[config.mk]
export PLATFORM = sky130hd
export DESIGN_NAME = proof_text_tokenizer_flat
export DESIGN_NICKNAME = d
export VERILOG_FILES = /design/src/rtl/core/ptt_pkg.sv /design/src/rtl/core/ptt_if.sv /design/src/rtl/core/ptt_front.sv /design/src/rtl/core/ptt_queue.sv /design/src/rtl/core/ptt_back.sv /design/src/rtl/core/proof_text_tokenizer.sv /design/src/flat_wrapper.sv
export SDC_FILE = /design/constraint.sdc
export NUM_CORES = 2
export LEC_CHECK = 0
export CORE_MARGIN = 8
export CORE_UTILIZATION = 45
export DETAILED_ROUTE_END_ITERATION = 16
export DONT_BUFFER_PORTS = 1
export PLACE_DENSITY = 0.57
export SYNTH_ARGS = -nofsm -noshare
export SYNTH_HDL_FRONTEND = slang
export SYNTH_SLANG_ARGS = --single-unit
[constraint.sdc]
create_clock -name i_clk -period 19.6 [get_ports i_clk]
set_clock_uncertainty 0.05 [all_clocks]
set_input_delay 2.94 -clock i_clk [delete_from_list [all_inputs] [get_ports i_clk]]
set_output_delay 2.94 -clock i_clk [all_outputs]
set_load 0.02 [all_outputs]
[src/rtl/core/ptt_pkg.sv]
// Shared types, token codes and character classes for the proof text tokenizer.
package ptt_pkg;

    localparam logic [3:0] KIND_EOF    = 4'd0;
    localparam logic [3:0] KIND_CONST  = 4'd1;
    localparam logic [3:0] KIND_VAR    = 4'd2;
    localparam logic [3:0] KIND_STAR   = 4'd3;
    localparam logic [3:0] KIND_PLUS   = 4'd4;
    localparam logic [3:0] KIND_MINUS  = 4'd5;
    localparam logic [3:0] KIND_COMMA  = 4'd6;
    localparam logic [3:0] KIND_PCT    = 4'd7;
    localparam logic [3:0] KIND_SEMI   = 4'd8;
    localparam logic [3:0] KIND_EQ     = 4'd9;
    localparam logic [3:0] KIND_LPAREN = 4'd10;
    localparam logic [3:0] KIND_RPAREN = 4'd11;
    localparam logic [3:0] KIND_ERROR  = 4'd12;

    localparam logic [7:0] CH_NL     = 8'h0A;
    localparam logic [7:0] CH_STAR   = 8'h2A;
    localparam logic [7:0] CH_PLUS   = 8'h2B;
    localparam logic [7:0] CH_MINUS  = 8'h2D;
    localparam logic [7:0] CH_COMMA  = 8'h2C;
    localparam logic [7:0] CH_SEMI   = 8'h3B;
    localparam logic [7:0] CH_EQ     = 8'h3D;
    localparam logic [7:0] CH_PCT    = 8'h25;
    localparam logic [7:0] CH_LPAREN = 8'h28;
    localparam logic [7:0] CH_RPAREN = 8'h29;
    localparam logic [7:0] CH_ZERO   = 8'h30;
    localparam logic [7:0] CH_NINE   = 8'h39;

    localparam logic       CMD_BYTE  = 1'b0;
    localparam logic       CMD_END   = 1'b1;

    localparam int QUEUE_DEPTH = 4;
    localparam int QUEUE_AW    = 2;

    typedef struct packed {
        logic [3:0]  kind;
        logic [31:0] start;
        logic [31:0] length;
        logic [31:0] line;
        logic [63:0] value;
        logic        fits;
        logic [7:0]  bad;
    } t_tok;

    typedef struct packed {
        logic has_run;
        t_tok run;
        logic has_own;
        t_tok own;
    } t_entry;

    function automatic logic is_digit(input logic [7:0] b);
        return (b >= CH_ZERO) && (b <= CH_NINE);
    endfunction

    function automatic logic is_alpha(input logic [7:0] b);
        return ((b >= 8'h61) && (b <= 8'h7A)) || ((b >= 8'h41) && (b <= 8'h5A));
    endfunction

    function automatic logic is_space(input logic [7:0] b);
        return (b == 8'h20) || ((b >= 8'h09) && (b <= 8'h0D));
    endfunction

    function automatic logic [3:0] punct_kind(input logic [7:0] b);
        logic [3:0] k;
        unique case (b)
            CH_STAR:   k = KIND_STAR;
            CH_PLUS:   k = KIND_PLUS;
            CH_MINUS:  k = KIND_MINUS;
            CH_COMMA:  k = KIND_COMMA;
            CH_PCT:    k = KIND_PCT;
            CH_SEMI:   k = KIND_SEMI;
            CH_EQ:     k = KIND_EQ;
            CH_LPAREN: k = KIND_LPAREN;
            CH_RPAREN: k = KIND_RPAREN;
            default:   k = KIND_EOF;
        endcase
        return k;
    endfunction

endpackage

[src/rtl/core/ptt_if.sv]
// Channel interfaces: text byte input and token output.
interface ptt_in_if;
    logic       valid;
    logic       ready;
    logic       cmd;
    logic [7:0] byte_value;

    modport source(output valid, cmd, byte_value, input ready);
    modport sink(input valid, cmd, byte_value, output ready);
endinterface

interface ptt_out_if;
    logic        valid;
    logic        ready;
    logic [3:0]  token_kind;
    logic [31:0] start_offset;
    logic [31:0] token_length;
    logic [31:0] line_number;
    logic [63:0] const_value;
    logic        const_fits;
    logic [7:0]  bad_char;
    logic        last_of_run;

    modport source(output valid, token_kind, start_offset, token_length, line_number,
                   const_value, const_fits, bad_char, last_of_run, input ready);
    modport sink(input valid, token_kind, start_offset, token_length, line_number,
                 const_value, const_fits, bad_char, last_of_run, output ready);
endinterface

[src/rtl/core/ptt_front.sv]
// Front end: accepts text bytes, tracks runs and counters, queues token records.
module ptt_front #(
    parameter int OFFSET_BITS = 32,
    parameter int VALUE_BITS  = 64
) (
    input  logic              i_clk,
    input  logic              i_rst_n,
    ptt_in_if.sink            i_in,
    input  logic              i_q_full,
    output logic              o_push,
    output ptt_pkg::t_entry   o_entry
);

    localparam logic [1:0] RUN_NONE  = 2'd0;
    localparam logic [1:0] RUN_CONST = 2'd1;
    localparam logic [1:0] RUN_VAR   = 2'd2;

    logic [1:0]             r_run_kind, n_run_kind;
    logic [OFFSET_BITS-1:0] r_run_start, n_run_start;
    logic [OFFSET_BITS-1:0] r_run_len, n_run_len;
    logic [OFFSET_BITS-1:0] r_offset, n_offset;
    logic [OFFSET_BITS-1:0] r_line, n_line;
    logic [VALUE_BITS-1:0]  r_acc, n_acc;
    logic                   r_fits, n_fits;
    logic                   r_err, n_err;

    logic                   accept;
    logic                   cmd;
    logic [7:0]             b;
    logic                   run_active;
    logic                   cont;
    logic                   b_digit;
    logic                   b_alpha;
    logic                   b_space;
    logic [3:0]             pk;
    logic [VALUE_BITS-1:0]  acc_base;
    logic [VALUE_BITS+3:0]  acc_ext;
    logic [VALUE_BITS+3:0]  acc_sum;
    logic                   fits_base;
    logic [VALUE_BITS-1:0]  acc_new;
    logic                   fits_new;

    function automatic logic [31:0] to32(input logic [OFFSET_BITS-1:0] x);
        logic [63:0] w;
        w = '0;
        w[OFFSET_BITS-1:0] = x;
        return w[31:0];
    endfunction

    function automatic logic [63:0] to64(input logic [VALUE_BITS-1:0] x);
        logic [63:0] w;
        w = '0;
        w[VALUE_BITS-1:0] = x;
        return w;
    endfunction

    function automatic logic [OFFSET_BITS-1:0] sat_inc(input logic [OFFSET_BITS-1:0] x);
        return (&x) ? x : x + 1'b1;
    endfunction

    assign i_in.ready = !i_q_full;
    assign accept     = i_in.valid && !i_q_full;
    assign cmd        = i_in.cmd;
    assign b          = i_in.byte_value;

    assign b_digit    = ptt_pkg::is_digit(b);
    assign b_alpha    = ptt_pkg::is_alpha(b);
    assign b_space    = ptt_pkg::is_space(b);
    assign pk         = ptt_pkg::punct_kind(b);
    assign run_active = (r_run_kind != RUN_NONE);
    assign cont       = run_active && (cmd == ptt_pkg::CMD_BYTE) &&
                        ((r_run_kind == RUN_CONST) ? b_digit : (b_digit || b_alpha));

    // value*10 + digit with four guard bits; any guard bit set means overflow
    assign acc_base  = cont ? r_acc : '0;
    assign fits_base = cont ? r_fits : 1'b1;
    assign acc_ext   = {4'b0000, acc_base};
    assign acc_sum   = (acc_ext << 3) + (acc_ext << 1) +
                       (VALUE_BITS+4)'(b - ptt_pkg::CH_ZERO);
    assign acc_new   = acc_sum[VALUE_BITS-1:0];
    assign fits_new  = fits_base && !(|acc_sum[VALUE_BITS+3:VALUE_BITS]);

    always_comb begin
        n_run_kind  = r_run_kind;
        n_run_start = r_run_start;
        n_run_len   = r_run_len;
        n_offset    = r_offset;
        n_line      = r_line;
        n_acc       = r_acc;
        n_fits      = r_fits;
        n_err       = r_err;
        o_entry     = '0;
        o_push      = 1'b0;

        o_entry.run.kind   = (r_run_kind == RUN_CONST) ? ptt_pkg::KIND_CONST
                                                       : ptt_pkg::KIND_VAR;
        o_entry.run.start  = to32(r_run_start);
        o_entry.run.length = to32(r_run_len);
        o_entry.run.line   = to32(r_line);
        o_entry.run.value  = (r_run_kind == RUN_CONST) ? to64(r_acc) : '0;
        o_entry.run.fits   = (r_run_kind == RUN_CONST) && r_fits;
        o_entry.own.start  = to32(r_offset);
        o_entry.own.line   = to32(r_line);

        if (accept) begin
            if (r_err) begin
                if (cmd == ptt_pkg::CMD_END) begin
                    n_run_kind  = RUN_NONE;
                    n_run_start = '0;
                    n_run_len   = '0;
                    n_offset    = '0;
                    n_line      = OFFSET_BITS'(1);
                    n_acc       = '0;
                    n_fits      = 1'b1;
                    n_err       = 1'b0;
                end
            end else if (cont) begin
                n_run_len = sat_inc(r_run_len);
                if (r_run_kind == RUN_CONST) begin
                    n_acc  = acc_new;
                    n_fits = fits_new;
                end
                n_offset = r_offset + 1'b1;
            end else begin
                o_entry.has_run = run_active;
                n_run_kind      = RUN_NONE;
                n_offset        = r_offset + 1'b1;
                if (cmd == ptt_pkg::CMD_END) begin
                    o_entry.has_own    = 1'b1;
                    o_entry.own.kind   = ptt_pkg::KIND_EOF;
                    o_entry.own.length = '0;
                    n_run_start        = '0;
                    n_run_len          = '0;
                    n_offset           = '0;
                    n_line             = OFFSET_BITS'(1);
                    n_acc              = '0;
                    n_fits             = 1'b1;
                end else if (b_space) begin
                    if (b == ptt_pkg::CH_NL) begin
                        n_line = sat_inc(r_line);
                    end
                end else if (b_digit) begin
                    n_run_kind  = RUN_CONST;
                    n_run_start = r_offset;
                    n_run_len   = OFFSET_BITS'(1);
                    n_acc       = acc_new;
                    n_fits      = fits_new;
                end else if (b_alpha) begin
                    n_run_kind  = RUN_VAR;
                    n_run_start = r_offset;
                    n_run_len   = OFFSET_BITS'(1);
                end else if (pk != ptt_pkg::KIND_EOF) begin
                    o_entry.has_own    = 1'b1;
                    o_entry.own.kind   = pk;
                    o_entry.own.length = 32'd1;
                end else begin
                    o_entry.has_own    = 1'b1;
                    o_entry.own.kind   = ptt_pkg::KIND_ERROR;
                    o_entry.own.length = 32'd1;
                    o_entry.own.bad    = b;
                    n_err              = 1'b1;
                end
                o_push = o_entry.has_run || o_entry.has_own;
            end
        end
    end

    always_ff @(posedge i_clk) begin
        if (!i_rst_n) begin
            r_run_kind  <= RUN_NONE;
            r_run_start <= '0;
            r_run_len   <= '0;
            r_offset    <= '0;
            r_line      <= OFFSET_BITS'(1);
            r_acc       <= '0;
            r_fits      <= 1'b1;
            r_err       <= 1'b0;
        end else begin
            r_run_kind  <= n_run_kind;
            r_run_start <= n_run_start;
            r_run_len   <= n_run_len;
            r_offset    <= n_offset;
            r_line      <= n_line;
            r_acc       <= n_acc;
            r_fits      <= n_fits;
            r_err       <= n_err;
        end
    end

endmodule

[src/rtl/core/ptt_queue.sv]
// Small FIFO of token records between front and back.
module ptt_queue (
    input  logic            i_clk,
    input  logic            i_rst_n,
    input  logic            i_push,
    input  ptt_pkg::t_entry i_wdata,
    output logic            o_full,
    input  logic            i_pop,
    output logic            o_valid,
    output ptt_pkg::t_entry o_rdata
);

    ptt_pkg::t_entry r_mem [ptt_pkg::QUEUE_DEPTH];

    logic [ptt_pkg::QUEUE_AW-1:0] r_wr, n_wr;
    logic [ptt_pkg::QUEUE_AW-1:0] r_rd, n_rd;
    logic [ptt_pkg::QUEUE_AW:0]   r_cnt, n_cnt;
    logic                         do_push;
    logic                         do_pop;

    assign o_full  = (r_cnt == (ptt_pkg::QUEUE_AW+1)'(ptt_pkg::QUEUE_DEPTH));
    assign o_valid = (r_cnt != '0);
    assign o_rdata = r_mem[r_rd];
    assign do_push = i_push && !o_full;
    assign do_pop  = i_pop && o_valid;

    always_comb begin
        n_wr  = do_push ? r_wr + 1'b1 : r_wr;
        n_rd  = do_pop ? r_rd + 1'b1 : r_rd;
        n_cnt = r_cnt;
        if (do_push && !do_pop) begin
            n_cnt = r_cnt + 1'b1;
        end else if (do_pop && !do_push) begin
            n_cnt = r_cnt - 1'b1;
        end
    end

    always_ff @(posedge i_clk) begin
        if (do_push) begin
            r_mem[r_wr] <= i_wdata;
        end
    end

    always_ff @(posedge i_clk) begin
        if (!i_rst_n) begin
            r_wr  <= '0;
            r_rd  <= '0;
            r_cnt <= '0;
        end else begin
            r_wr  <= n_wr;
            r_rd  <= n_rd;
            r_cnt <= n_cnt;
        end
    end

endmodule

[src/rtl/core/ptt_back.sv]
// Back end: holds one record and emits its one or two tokens on the output channel.
module ptt_back (
    input  logic            i_clk,
    input  logic            i_rst_n,
    input  logic            i_q_valid,
    input  ptt_pkg::t_entry i_q_data,
    output logic            o_q_pop,
    ptt_out_if.source       o_out
);

    ptt_pkg::t_entry r_ent;
    logic            r_busy, n_busy;
    logic            r_run_done, n_run_done;
    logic            show_run;
    logic            last;
    logic            xfer;
    ptt_pkg::t_tok   tok;

    assign show_run = r_ent.has_run && !r_run_done;
    assign last     = !(show_run && r_ent.has_own);
    assign tok      = show_run ? r_ent.run : r_ent.own;
    assign xfer     = r_busy && o_out.ready;
    assign o_q_pop  = i_q_valid && (!r_busy || (xfer && last));

    assign o_out.valid        = r_busy;
    assign o_out.token_kind   = tok.kind;
    assign o_out.start_offset = tok.start;
    assign o_out.token_length = tok.length;
    assign o_out.line_number  = tok.line;
    assign o_out.const_value  = tok.value;
    assign o_out.const_fits   = tok.fits;
    assign o_out.bad_char     = tok.bad;
    assign o_out.last_of_run  = last;

    always_comb begin
        n_busy     = r_busy;
        n_run_done = r_run_done;
        if (o_q_pop) begin
            n_busy     = 1'b1;
            n_run_done = 1'b0;
        end else if (xfer) begin
            if (last) begin
                n_busy = 1'b0;
            end else begin
                n_run_done = 1'b1;
            end
        end
    end

    always_ff @(posedge i_clk) begin
        if (o_q_pop) begin
            r_ent <= i_q_data;
        end
    end

    always_ff @(posedge i_clk) begin
        if (!i_rst_n) begin
            r_busy     <= 1'b0;
            r_run_done <= 1'b0;
        end else begin
            r_busy     <= n_busy;
            r_run_done <= n_run_done;
        end
    end

endmodule

[src/rtl/core/proof_text_tokenizer.sv]
// Top level: streaming tokenizer for proof text, one byte per transfer.
// Path: a token is written into the queue, then into the back end's holding register, then shown on the output.
// Throughput: one byte per cycle while the queue is not full; a byte that closes a run and gives its own
// token puts two tokens on the single output port, absorbed by a four-record queue.
// Reset: synchronous, active low; returns to the start of an empty text, line one.
module proof_text_tokenizer #(
    parameter int OFFSET_BITS = 32,
    parameter int VALUE_BITS  = 64
) (
    input  logic      i_clk,
    input  logic      i_rst_n,
    ptt_in_if.sink    i_in,
    ptt_out_if.source o_out
);

    logic            push;
    logic            q_full;
    logic            q_valid;
    logic            q_pop;
    ptt_pkg::t_entry wr_entry;
    ptt_pkg::t_entry rd_entry;

    ptt_front #(
        .OFFSET_BITS(OFFSET_BITS),
        .VALUE_BITS (VALUE_BITS)
    ) u_front (
        .i_clk   (i_clk),
        .i_rst_n (i_rst_n),
        .i_in    (i_in),
        .i_q_full(q_full),
        .o_push  (push),
        .o_entry (wr_entry)
    );

    ptt_queue u_queue (
        .i_clk   (i_clk),
        .i_rst_n (i_rst_n),
        .i_push  (push),
        .i_wdata (wr_entry),
        .o_full  (q_full),
        .i_pop   (q_pop),
        .o_valid (q_valid),
        .o_rdata (rd_entry)
    );

    ptt_back u_back (
        .i_clk    (i_clk),
        .i_rst_n  (i_rst_n),
        .i_q_valid(q_valid),
        .i_q_data (rd_entry),
        .o_q_pop  (q_pop),
        .o_out    (o_out)
    );

endmodule
[src/flat_wrapper.sv]
// flat-port wrapper written by rule: the top's interface ports become plain ports
module proof_text_tokenizer_flat 
#(
    parameter int OFFSET_BITS = 32,
    parameter int VALUE_BITS  = 64
)
  (i_clk, i_rst_n, i_in_valid, i_in_cmd, i_in_byte_value, i_in_ready, o_out_valid, o_out_token_kind, o_out_start_offset, o_out_token_length, o_out_line_number, o_out_const_value, o_out_const_fits, o_out_bad_char, o_out_last_of_run, o_out_ready);
  ptt_in_if i_in_i ();
  ptt_out_if o_out_i ();
  input  logic i_clk;
  input  logic i_rst_n;
  input wire logic [$bits(i_in_i.valid)-1:0] i_in_valid;
  input wire logic [$bits(i_in_i.cmd)-1:0] i_in_cmd;
  input wire logic [$bits(i_in_i.byte_value)-1:0] i_in_byte_value;
  output wire logic [$bits(i_in_i.ready)-1:0] i_in_ready;
  output wire logic [$bits(o_out_i.valid)-1:0] o_out_valid;
  output wire logic [$bits(o_out_i.token_kind)-1:0] o_out_token_kind;
  output wire logic [$bits(o_out_i.start_offset)-1:0] o_out_start_offset;
  output wire logic [$bits(o_out_i.token_length)-1:0] o_out_token_length;
  output wire logic [$bits(o_out_i.line_number)-1:0] o_out_line_number;
  output wire logic [$bits(o_out_i.const_value)-1:0] o_out_const_value;
  output wire logic [$bits(o_out_i.const_fits)-1:0] o_out_const_fits;
  output wire logic [$bits(o_out_i.bad_char)-1:0] o_out_bad_char;
  output wire logic [$bits(o_out_i.last_of_run)-1:0] o_out_last_of_run;
  input wire logic [$bits(o_out_i.ready)-1:0] o_out_ready;
  assign i_in_i.valid = i_in_valid;
  assign i_in_i.cmd = i_in_cmd;
  assign i_in_i.byte_value = i_in_byte_value;
  assign i_in_ready = i_in_i.ready;
  assign o_out_valid = o_out_i.valid;
  assign o_out_token_kind = o_out_i.token_kind;
  assign o_out_start_offset = o_out_i.start_offset;
  assign o_out_token_length = o_out_i.token_length;
  assign o_out_line_number = o_out_i.line_number;
  assign o_out_const_value = o_out_i.const_value;
  assign o_out_const_fits = o_out_i.const_fits;
  assign o_out_bad_char = o_out_i.bad_char;
  assign o_out_last_of_run = o_out_i.last_of_run;
  assign o_out_i.ready = o_out_ready;
  proof_text_tokenizer #(.OFFSET_BITS(OFFSET_BITS), .VALUE_BITS(VALUE_BITS)) u_core (.i_clk(i_clk), .i_rst_n(i_rst_n), .i_in(i_in_i), .o_out(o_out_i));
endmodule
; ---- Yosys cells after proc, flatten, opt, wreduce, memory -nomap -nowiden
; Memories as Yosys holds them, arrays and structs flattened. A register that Yosys moved wholly into a read port is not among the register bits.
; Index checks and enable logic that the tools add are counted.
; W data, S select, Z words.
[word_totals]
output_inout_bits = 176
ramBits = 968
in_bits = 13
elab_cells = 209
register_bits = 314
memories = 1
[memory_table]
columns = memory, words, width, rd, rd_ports_with_merged_regs, write_ports, line_no
row1 = u_core.u_queue.r_mem, 4, 242, 1, 1, 1, ptt_queue.sv:13  ; ptt_pkg::t_entry r_mem [ptt_pkg::QUEUE_DEPTH];
[classes]
magnitude_cmp = 8
n_mux = 99
addsub = 10
n_bitwise = 2
n_reduce_logical = 51
n_eq_ne = 20
[ops]
columns = op, count
row1 = $mux W32, 24
row2 = $mux W64, 9
row3 = $mux W173, 1
row4 = $add A32 B1 Y32 const B, 3
row5 = $eq A8 B6 Y1 const B, 10
row6 = $add A67 B65 Y68, 1
row7 = $add A68 B68 Y68, 1
row8 = $mux W8, 8
row9 = $reduce_and A32 Y1, 2
row10 = $mux W5, 10
row11 = $pmux W4 S9, 1
row12 = $mux W1, 35
row13 = $logic_and A1 B1 Y1, 18
row14 = $ge A8 B7 Y1 const B, 2
row15 = $le A8 B7 Y1 const B, 2
row16 = $mux W2, 8
row17 = $reduce_and A5 Y1, 3
row18 = $reduce_bool A3 Y1, 4
row19 = $ne A3 B3 Y1 const B, 3
row20 = $sub A8 B6 Y9 const B, 1
row21 = $eq A8 B4 Y1 const B, 1
row22 = $ge A8 B4 Y1 const B, 1
row23 = $ge A8 B6 Y1 const B, 1
row24 = $le A8 B4 Y1 const B, 1
row25 = other kinds (21), 40

; ---- Depth between registers and ports, before layout
[depth]
word_depth = 20
mapped_depth = 24
mapped_depth_nobuf = 22

; ---- By module
; Synthesis repeated with hierarchy kept, for this count alone.
[unflattened]
cells_unflattened = 4401
hier_area_um2 = 80838.8
[modules_own_cells]
columns = module, cells_per_inst, instances, area_each_um2, seq_area_each_um2
row1 = ptt_queue, 1866, 1, 51589.5, 41980.3
row2 = ptt_front, 1983, 1, 15889.0, 3923.8
row3 = ptt_back, 552, 1, 13360.3, 10490.1

; ---- Worst setup path before layout
; Ideal clock, no wire load.
[synth_timing]
path_kind = input to register
start = in o_out_ready
end = reg u_core.u_queue.r_cnt[2] in the netlist's numbering
t_required_ps = 19474
path_buffers = 0
slack_ps = 4588
t_arrival_ps = 14887
setup_ps = 76
stages = 9
cell_sequence = nand2_1 > a21oi_1 > inv_1 > ha_1 > inv_1 > fa_1 > xor2_1 > or3_1 > a21boi_0
[synth_between]
elab_chain_len = 8
word_cells_on_any_way = 10
classes_between = mux (1) / reduce/logical (9)
[synth_rtl]
columns = element, line_no
row1 = from (decl), flat_wrapper.sv:25  ; input wire logic [$bits(o_out_i.ready)-1:0] o_out_ready;
row2 = $logic_and A1 B1 Y1 (*), ptt_back.sv:22  ; assign xfer = r_busy && o_out.ready;
row3 = $logic_and A1 B1 Y1 (*), ptt_back.sv:23  ; assign o_q_pop = i_q_valid && (!r_busy || (xfer && last));
row4 = $logic_or A1 B1 Y1 (*), ptt_back.sv:23
row5 = $logic_and A1 B1 Y1 (*), ptt_back.sv:23
row6 = via u_core.q_pop, proof_text_tokenizer.sv:19  ; logic q_pop;
row7 = $logic_and A1 B1 Y1 (*), ptt_queue.sv:25  ; assign do_pop = i_pop && o_valid;
row8 = $logic_not A1 Y1, ptt_queue.sv:31  ; if (do_push && !do_pop) begin
row9 = $logic_and A1 B1 Y1, ptt_queue.sv:31
row10 = $mux W3 or $reduce_bool A2 Y1 (tied branches), n/a
row11 = to (signal assigned), ptt_queue.sv:52  ; r_cnt <= n_cnt;
row12 = to (decl), ptt_queue.sv:17  ; logic [ptt_pkg::QUEUE_AW:0] r_cnt, n_cnt;
; Mark *: on every way through the listed nets, which the timed path passes. The rest lies on a longest branch.
; A chain may end at the register's enable or synchronous reset.

; ---- Worst setup path after layout
[layout_timing]
start = in i_in_byte_value[4]
end = reg u_core.u_front.r_acc[45]
[layout_between]
elab_chain_len = 14
word_cells_on_any_way = 32
classes_between = add/sub (3) / order compare (8) / eq/ne (3) / mux (8) / reduce/logical (10)
[layout_rtl]
columns = element, line_no
row1 = from (decl), flat_wrapper.sv:14  ; input wire logic [$bits(i_in_i.byte_value)-1:0] i_in_byte_value;
row2 = $ge A8 B7 Y1 or $le A8 B7 Y1 (tied branches), ptt_pkg.sv:59  ; return ((b >= 8'h61) && (b <= 8'h7A)) || ((b >= 8'h41) && (b <= 8'h5A));
row3 = $logic_and A1 B1 Y1, ptt_pkg.sv:59
row4 = $logic_or A1 B1 Y1, ptt_pkg.sv:59
row5 = $logic_or A1 B1 Y1, ptt_front.sv:72  ; ((r_run_kind == RUN_CONST) ? b_digit : (b_digit || b_alpha));
row6 = $mux W1, ptt_front.sv:72
row7 = $logic_and A1 B1 Y1, ptt_front.sv:71  ; assign cont = run_active && (cmd == ptt_pkg::CMD_BYTE) &&
row8 = $mux W64, ptt_front.sv:75  ; assign acc_base = cont ? r_acc : '0;
row9 = $add A67 B65 Y68, ptt_front.sv:78  ; assign acc_sum = (acc_ext << 3) + (acc_ext << 1) +
row10 = $add A68 B68 Y68, ptt_front.sv:78
row11 = $mux W64, ptt_front.sv:142  ; end else if (b_digit) begin
row12 = $mux W64, ptt_front.sv:138  ; end else if (b_space) begin
row13 = $mux W64, ptt_front.sv:128  ; if (cmd == ptt_pkg::CMD_END) begin
row14 = $mux W64, ptt_front.sv:117  ; end else if (cont) begin
row15 = $mux W64, ptt_front.sv:106  ; if (r_err) begin
row16 = to (signal assigned), ptt_front.sv:184  ; r_acc <= n_acc;
row17 = to (decl), ptt_front.sv:23  ; logic [VALUE_BITS-1:0] r_acc, n_acc;
; Several ways; a longest one is shown, not always the timed one. The select of a mux whose other input is x is not followed.

==> results.py <==
metrics = {
    "clock_tree": {
        "cts_resized": 0,
        "cts_buffers": 136,
        "cts_setup_buffers": 0,
        "root_buffer": "clkbuf_16",
        "ctsHtreeMaxLevel": 4,
        "clk_pin_slew_ns": 0.06,
        "clockBufferDepth": 3,
        "clock_latency_ns": 0.73,
        "ctsHoldBuffers": 0,
        "clock_sink_count": 1255,
        "cts_tree": "yes",
    },
    "drt": {
        "drt_pass1_iterations": 5,
        "drtAntennaViolNets": 0,
        "drt-initial-drc-count": 1865,
        "vias_per_cell": 5.55,
        "drc_errors": 0,
        "wl_per_cell_um": 22.8,
        "vias": 27400,
        "drt-total-wl_mm": 113,
    },
    "hold_path": {
        "hp-class": "reg -> reg",
        "worstHoldStart": "u_core.u_front.r_acc[52]$_SDFFE_PN0P_",
    },
    "flow_run": {
        "cap_violations": 0,
    },
    "logic_synthesis": {
        "yosysWarnings": 0,
        "async_flop_share_pct": 0,
        "syn_inst": 3309,
        "synth_fp_nets": 3467,
        "synth_edf_count": 1050,
        "ys_seq_area_share_pct": 67.8,
        "synthTopCellsByArea": "edfxtp_1 (60%), mux4_2 (9.0%), dfxtp_1 (7.8%)",
        "avgSynthCellArea_um2": 15.9,
        "synth_top_cell_area_share_pct": 60.0,
        "synth.most_common_cell": "edfxtp_1",
        "ys.flop_type": "edfxtp_1",
        "synthesis.area_mm2": 0.0526,
        "synth_common_cells": "edfxtp_1 (1050), and2_1 (249), mux4_2 (210)",
        "synth_top_area_cell": "edfxtp_1",
        "synth_seq_cells": 1255,
        "ys_types": 85,
    },
    "sta": {
        "slew_viol_final": 0,
        "finalWorstSetupSlack_ns": 11.38,
        "fin_crit_ns": 8.22,
        "fmax_mhz": 122,
        "finalCritPeriodShare_pct": 41.9,
        "hold_violations": 0,
        "setup_viol_count_final": 0,
        "setup_tns_ns": 0,
        "rsz0062_at_grt": "no",
        "tightest_slew_ns": 1.10,
        "slew-limit-headroom_pct": 24.8,
    },
    "placed_design": {
        "placed_area_mm2": 0.0541,
        "preCtsSetupSlack_ns": 10.76,
        "gp_congestion": 0.906,
        "place_hpwl_mm": 68.5,
        "io_buffer_count": 0,
    },
    "worst_setup_path": {
        "worstReg2RegStart": "u_core.u_front.r_run_kind[0]$_SDFFE_PN0P_",
        "end_kind": "flip-flop",
        "critPathArrivalTime_ns": 8.77,
        "critPathKind": "in -> reg",
        "critPathLaunch": "i_in_byte_value[4]",
        "cp-start-kind": "input pin",
        "cp_max_fo": 38,
        "critical_path_required_ns": 20.15,
    },
    "finish": {
        "final_nets": 3451,
        "area_growth_pct": 11.1,
        "final_layout_size_suffix_gt1_share_pct": 15.4,
        "final_area_mm2": 0.0584,
    },
    "floorplan": {
        "pin_count": 189,
        "core_mm2": 0.116,
        "fp.dieArea_mm2": 0.128,
        "start_util_pct": 45.3,
        "die_w_um": 358,
        "row_count": 125,
        "die_h_um": 358,
    },
    "pwr": {
        "vdd.ir_drop.worst_v": 0.0000809,
        "cellLeakagePower_nw": 19.6,
        "p_per_area_mw_per_mm2": 130,
    },
    "global_route": {
        "grt_pass1_vias": 29000,
        "antenna_found_initial": 3,
        "grt_overflow": 0,
        "grt_pass1_wl_mm": 174,
        "grt_max_degree": 154,
        "gr-usage-all-layers_pct": 17.6,
    },
    "run_status": {
        "status": "complete, no violations",
    },
}
[state kept, by name (all words and copies together) (netlist names), 2 cells and up]
register,count
u_core.u_back.r_ent,210
u_core.u_front.r_acc,64
u_core.u_front.r_line,32
u_core.u_front.r_offset,32
u_core.u_front.r_run_kind,2
u_core.u_front.r_run_len,32
u_core.u_front.r_run_start,32
u_core.u_queue.r_cnt,3
u_core.u_queue.r_mem,840
u_core.u_queue.r_rd,2
u_core.u_queue.r_wr,2
[layout make-up]
type                    count  area, µm²
inverters                  65        245
fillers                  9533      57600
diodes                      1       2.50
clock inverters            55        500
flip-flops and latches   1255      35600
repair buffers             33        273
clock buffers             196       3870
well taps                1524       1910
multi-input cells        1802      16000
[cell usage in the layout, fill, tap and decap left out, types with 14 or more instances in the layout]
cell type and count:
xor2_1 84, nand2_1 156, a21boi_0 27, clkbuf_1 41, mux2_2 35, nor2_1 141
nor2b_1 49, clkbuf_16 141, and3_1 31, buf_4 31, clkinv_2 19, dfxtp_1 203
a22o_1 35, a21o_1 34, mux4_2 210, and2_1 244, ha_1 82, inv_1 64
clkbuf_8 14, or3_1 20, nand4_1 36, nor3_1 37, a21oi_1 127, xnor2_1 61
edfxtp_1 1050, nand3_1 70, a22oi_1 14, o21bai_1 16, fa_1 63, o21ai_0 80
[critical path: stages]
cell and delay [ns]:
inv_1 0.09, ha_1 0.32, o41a_1 0.20, o22a_1 0.17, a211oi_2 0.09, nor4_2 0.29
buf_4 0.37, and2_1 0.23, inv_1 0.07, fa_1 0.53, inv_1 0.05, ha_1 0.36
nand2_2 0.09, nor3_2 0.22, o21ai_0 0.19, o31ai_1 0.58, a21oi_1 0.20, o21ai_0 0.65
a21boi_0 0.37, o21ai_0 0.38, a21oi_1 0.14, mux2i_1 0.15, nand2_1 0.06
[path summary, 6_finish.rpt]
| check | slack, ns | cells past startpoint | end |
|---|---|---|---|
| setup reg to reg | 13.90 | 20 | u_core.u_front.r_acc[45]$_SDFFE_PN0P_ |
| setup / recovery | 11.38 | 23 | u_core.u_front.r_acc[45]$_SDFFE_PN0P_ |
| hold / removal | 0.42 | 2 | u_core.u_front.r_acc[52]$_SDFFE_PN0P_ |
| hold reg to reg | 0.42 | 2 | u_core.u_front.r_acc[52]$_SDFFE_PN0P_ |
[per-stage QoR]
step,std cells,total power [mW],util [%],hold slack (ns)
after global routing,4930,7.93,50.4,0.443
final,4931,7.59,50.4,0.423
after detailed placement,4679,5.24,46.6,0.410
after CTS,4930,7.74,50.4,0.425
after floorplan,3309,4.90,-,0.380
after global placement,4679,5.21,46.6,0.416
[report_power, final]
group | internal, mW | leakage, nW | switching (mW) | total [mW]
Combinational | 0.508 | 6.14 | 0.956 | 1.46
Sequential | 3.46 | 11.3 | 0.194 | 3.65
Clock | 1.46 | 2.12 | 1.01 | 2.47
[cells by family after synthesis]
group                    Yosys count  share of synthesized area (%)
AO/OA/AOI/OAI                    415                           5.17
adder cells (fa/ha/maj)          145                           4.35
XOR/XNOR                         145                           2.41
flip-flops                      1255                           67.8
multiplexers                     250                           9.84
buffers and inverters            252                           1.92
AND/OR/NAND/NOR                  847                           8.55
[metal layers]
| metal | up-vias | global-route usage, % | share of wire [%] |
|---|---|---|---|
| met2 | 610 | 30.2 | 50 |
| met3 | 160 | 3.85 | 5.7 |
| met5 | - | 0 | 0.012 |
| met4 | 2 | 4.70 | 1.9 |
| met1 | 14100 | 22.6 | 42 |
| li1 | 12500 | - | - |
(Power assumes the default switching activity.)
